## src/rtl/llrf_ram.sv

```systemverilog
module llrf_ram #(
    parameter int WIDTH = 8,
    parameter int DEPTH = 16,
    parameter int AW    = (DEPTH > 1) ? $clog2(DEPTH) : 1
) (
    input  logic             clk,
    input  logic             we,
    input  logic [AW-1:0]    waddr,
    input  logic [WIDTH-1:0] wdata,
    input  logic [AW-1:0]    raddr,
    output logic [WIDTH-1:0] rdata
);

    logic [WIDTH-1:0] mem [DEPTH];

    always_ff @(posedge clk)
    begin
        if (we)
        begin
            mem[waddr] <= wdata;
        end
    end

    always_ff @(posedge clk)
    begin
        rdata <= mem[raddr];
    end

endmodule

```

## config.mk

```make
export PLATFORM = sky130hd
export DESIGN_NAME = llrf_ram
export DESIGN_NICKNAME = d
export VERILOG_FILES = /design/src/rtl/llrf_ram.sv
export SDC_FILE = /design/constraint.sdc
export NUM_CORES = 1
export LEC_CHECK = 0
export BUFFER_PORTS_ARGS = -buffer_cell sky130_fd_sc_hd__buf_2
export CAP_MARGIN = 20
export CORE_AREA = 8 8 102 104
export DETAILED_ROUTE_END_ITERATION = 10
export DIE_AREA = 0 0 110 112
export GPL_TIMING_DRIVEN = 0
export PLACE_DENSITY = 0.75
export SYNTH_ARGS = -nofsm -noshare
export SYNTH_HDL_FRONTEND = slang
export SYNTH_SLANG_ARGS = --single-unit
```

## constraint.sdc

```tcl
create_clock -name clk -period 3.4 [get_ports clk]
set_input_delay 0.68 -clock clk [delete_from_list [all_inputs] [get_ports clk]]
set_output_delay 0.68 -clock clk [all_outputs]
set_load 0.03 [all_outputs]
```

==> results.toml <==
[run_status]
status = "finished clean"

[sta]
min_setup_slack_post_route_ns = 1.56
time_the_worst_path_needs_with_i_o_delays_and_setup_ns = 1.84
final.period_utilization_pct = 54.1
worst_slew_pin_slew_ns = 0.816
timing.final.hold_violations = 0
skew_ns = 0.00516
final.setup.tns_ns = 0
setup-violations-final = 0
rsz0062_at_grt = "false"
timing_max_transition_violations_final = 0
maxClockFrequency_mhz = 544
max-slew-margin-rel_pct = 45.4

[place]
place.detailed.instances = 367
detailedPlacementHpwl_um = 6110
preCtsSetupSlack_ns = 1.05
portBuffers = 24
globalplace.congestion = 0.749

[floorplan]
pin_count = 26
die_h_um = 112
floorplan.die_area_um2 = 12300
start_util_pct = 57.9
placementRows = 35
core-area_um2 = 8890
die_width_um = 110

[power_and_ir_drop]
power_density_nw_per_um2 = 667
power_frac_comb_pct = 4.9
total_leakage_power_nw = 2.07
p_switching_mw = 0.817
switching_share_pct = 20.1
share_seq_of_total_power_pct = 46.4
power.clock.fraction_pct = 48.7
intPower_mw = 3.24
total_power_mw = 4.06
max-vdd-ir-drop_uv = 341

[cts]
tritoncts = "yes"
clkSlewWorstSetupHoldPaths_ns = 0.06
htree_num_levels = 4
clock_insertion_delay_worst_skew_ns = 0.51
clockRootBuffer = "clkbuf_8"
number_of_buffers_inserted_during_clock_tree_synthesis = 17
cts_setup_buffers = 0
clock_net_sink_count = 136
post_cts.resized_instances = 0
cts-root-to-sink-buffers = 2
cts_hold_buf = 0

[worst_hold_path]
whs_path_depth = 1
worst_hold_startpoint = "wdata[1]"
hold_end = "mem[14][1]"
hold_class = "in2reg"

[logic_synthesis]
yosysTopAreaCellShare_pct = 74.7
netlist_instances = 229
yosys.cell_count.top_type = "edfxtp_1"
synth_mux_area_share_pct = 15.0
postSynthRegisterBits = 136
synth_enable_flop_cells = 128
synth-async-reset-ratio_pct = 0
synth_compound_gate_area_share_pct = 2.33
yosysUniqueCellTypes = 19
ys_seq_area_share_pct = 77.8
synth-simple-area-share_pct = 3.18
synth_top_cells_by_area = "edfxtp_1 75%, mux4_2 7.9%, mux4_1 7.1%, dfxtp_1 3.1%, a22oi_1 2.3%"
synth_fa_ha_area_share_pct = 0
synth-main-ff-cell = "edfxtp_1"
netlist.top_cell.by_area = "edfxtp_1"
synthesis.nets = 247
synth_xor_area_share_pct = 0
synth_area_um2 = 5150
post_synth.cell_area_avg_um2 = 22.5
synth_top_family_by_area = "multiplexers"
synth_warnings = 0
synth.cells.most_frequent = "128 x edfxtp_1, 18 x mux4_2, 16 x a22oi_1"

[grt]
wire_length_of_the_first_global_routing_pass_um = 14800
first_global_vias = 2475
initial_antenna_violation_count = 0
grt_start_max_net_pins = 17
overflow = 0
grt.total_usage_pct = 17.3

[drt]
totalWireLength_um = 9940
ant_nets = 0
dr_total_vias = 2419
per_cell_routed_wire_length_um = 24.8
vias_per_cell = 6.05
drc = 0
drt-pass1-iter-count = 5
dr.first_iter.drc_count = 161

[final_layout]
seqCellArea_um2 = 4000
layout.core_utilization_pct = 68.4
multi_input_gate_area_um2 = 1060
finish.net_count = 294
number_of_fillers_in_the_final_layout = 550
syn_to_final_growth_pct = 18.1
diodes = 0
final_cells = 400
drive_gt1_share_pct = 30.8

[worst_setup_path]
worst-path-max-fanout = 8
critical_path_class = "in2reg"
critical_path_arrival_ns = 1.98
ff2ff_setup_slack_ns = 1.98
r2r_start = "mem[5][0]"
critPathCaptureType = "register"
reg2regPathDepth = 3
timing.critical_path.from_type = "input port"
ff_to_ff_end = "rdata[0]"
cp_data_required_time_ns = 3.54

[job]
cap_violations = 0
==> through the flow <==
| stage | hold WS [ns] | area [um2] |
|---|---|---|
| 2_1_floorplan | 0.629 | 5150 |
| 3_3_place_gp | 0.653 | 5410 |
| 3_5_place_dp | 0.675 | 5420 |
| 4_1_cts | 0.559 | 6070 |
| 5_1_grt | 0.566 | 6080 |
| 6_report | 0.569 | 6080 |
==> worst max-delay path, stage by stage <==
cell and delay (ns):
buf_2 0.11, or3b_2 0.53, nor2_1 0.65
==> metal layers <==
metal  wire, um  part of all wire, %  track usage (%)  vias up
li1           -                    -                -     1071
met1       3980                   40             23.4     1210
met2       4820                   49             25.5      116
met3        875                  8.8             4.22       22
met4        256                  2.6             8.38        0
met5          0                    0                0        -
==> power groups by stage <==
stage | Combinational [mW] | Sequential, mW | Clock (mW)
after floorplan | 0.0951 | 1.94 | 0
after global placement | 0.193 | 1.92 | 0
after detailed placement | 0.199 | 1.92 | 0
after CTS | 0.200 | 1.88 | 1.99
after global routing | 0.212 | 1.89 | 2.05
final | 0.198 | 1.88 | 1.97
==> state kept, by name (all words and copies together) (netlist names) <==
signal and cells:
mem 128, rdata 8
==> kinds of logic (layout without fill, tap and decap cells) <==
family,count (synthesis),in the layout
flip-flops,136,136
AND/OR/NAND/NOR,35,35
buffers and inverters,10,70
multiplexers,32,32
AO/OA/AOI/OAI,16,16
==> layout by cell type (no fill, tap or decap), types with 4 or more instances in the layout <==
master	synthesis	routed
clkinv_4	0	5
mux4_2	18	18
mux4_1	14	14
bufinv_16	0	5
dfxtp_1	8	8
nand2_1	9	9
buf_2	3	30
nor3_1	4	4
clkbuf_16	0	16
edfxtp_1	128	128
a22oi_1	16	16
nor2_1	13	13
==> area by class of cell <==
type / count / area share, %
flip-flops and latches: 136 / 65.9
multi-input cells: 83 / 17.4
clock buffers: 18 / 7.04
clock inverters: 14 / 3.66
repair buffers: 28 / 2.35
well taps: 111 / 2.28
plain buffers: 10 / 1.42
==> how the worst max path moves through the flow <==
stage | start | endpoint | slack (ns) | depth (start not counted)
global placement | waddr[2] | mem[0][4] | 0.66 | 3
detailed placement | waddr[2] | mem[1][4] | 1.05 | 3
global route | waddr[2] | mem[0][0] | 1.48 | 4
CTS | waddr[2] | mem[2][0] | 1.57 | 3
finish | waddr[2] | mem[1][2] | 1.56 | 3
floorplan | waddr[2] | mem[0][0] | 1.23 | 2
(Power assumes the default switching activity.)
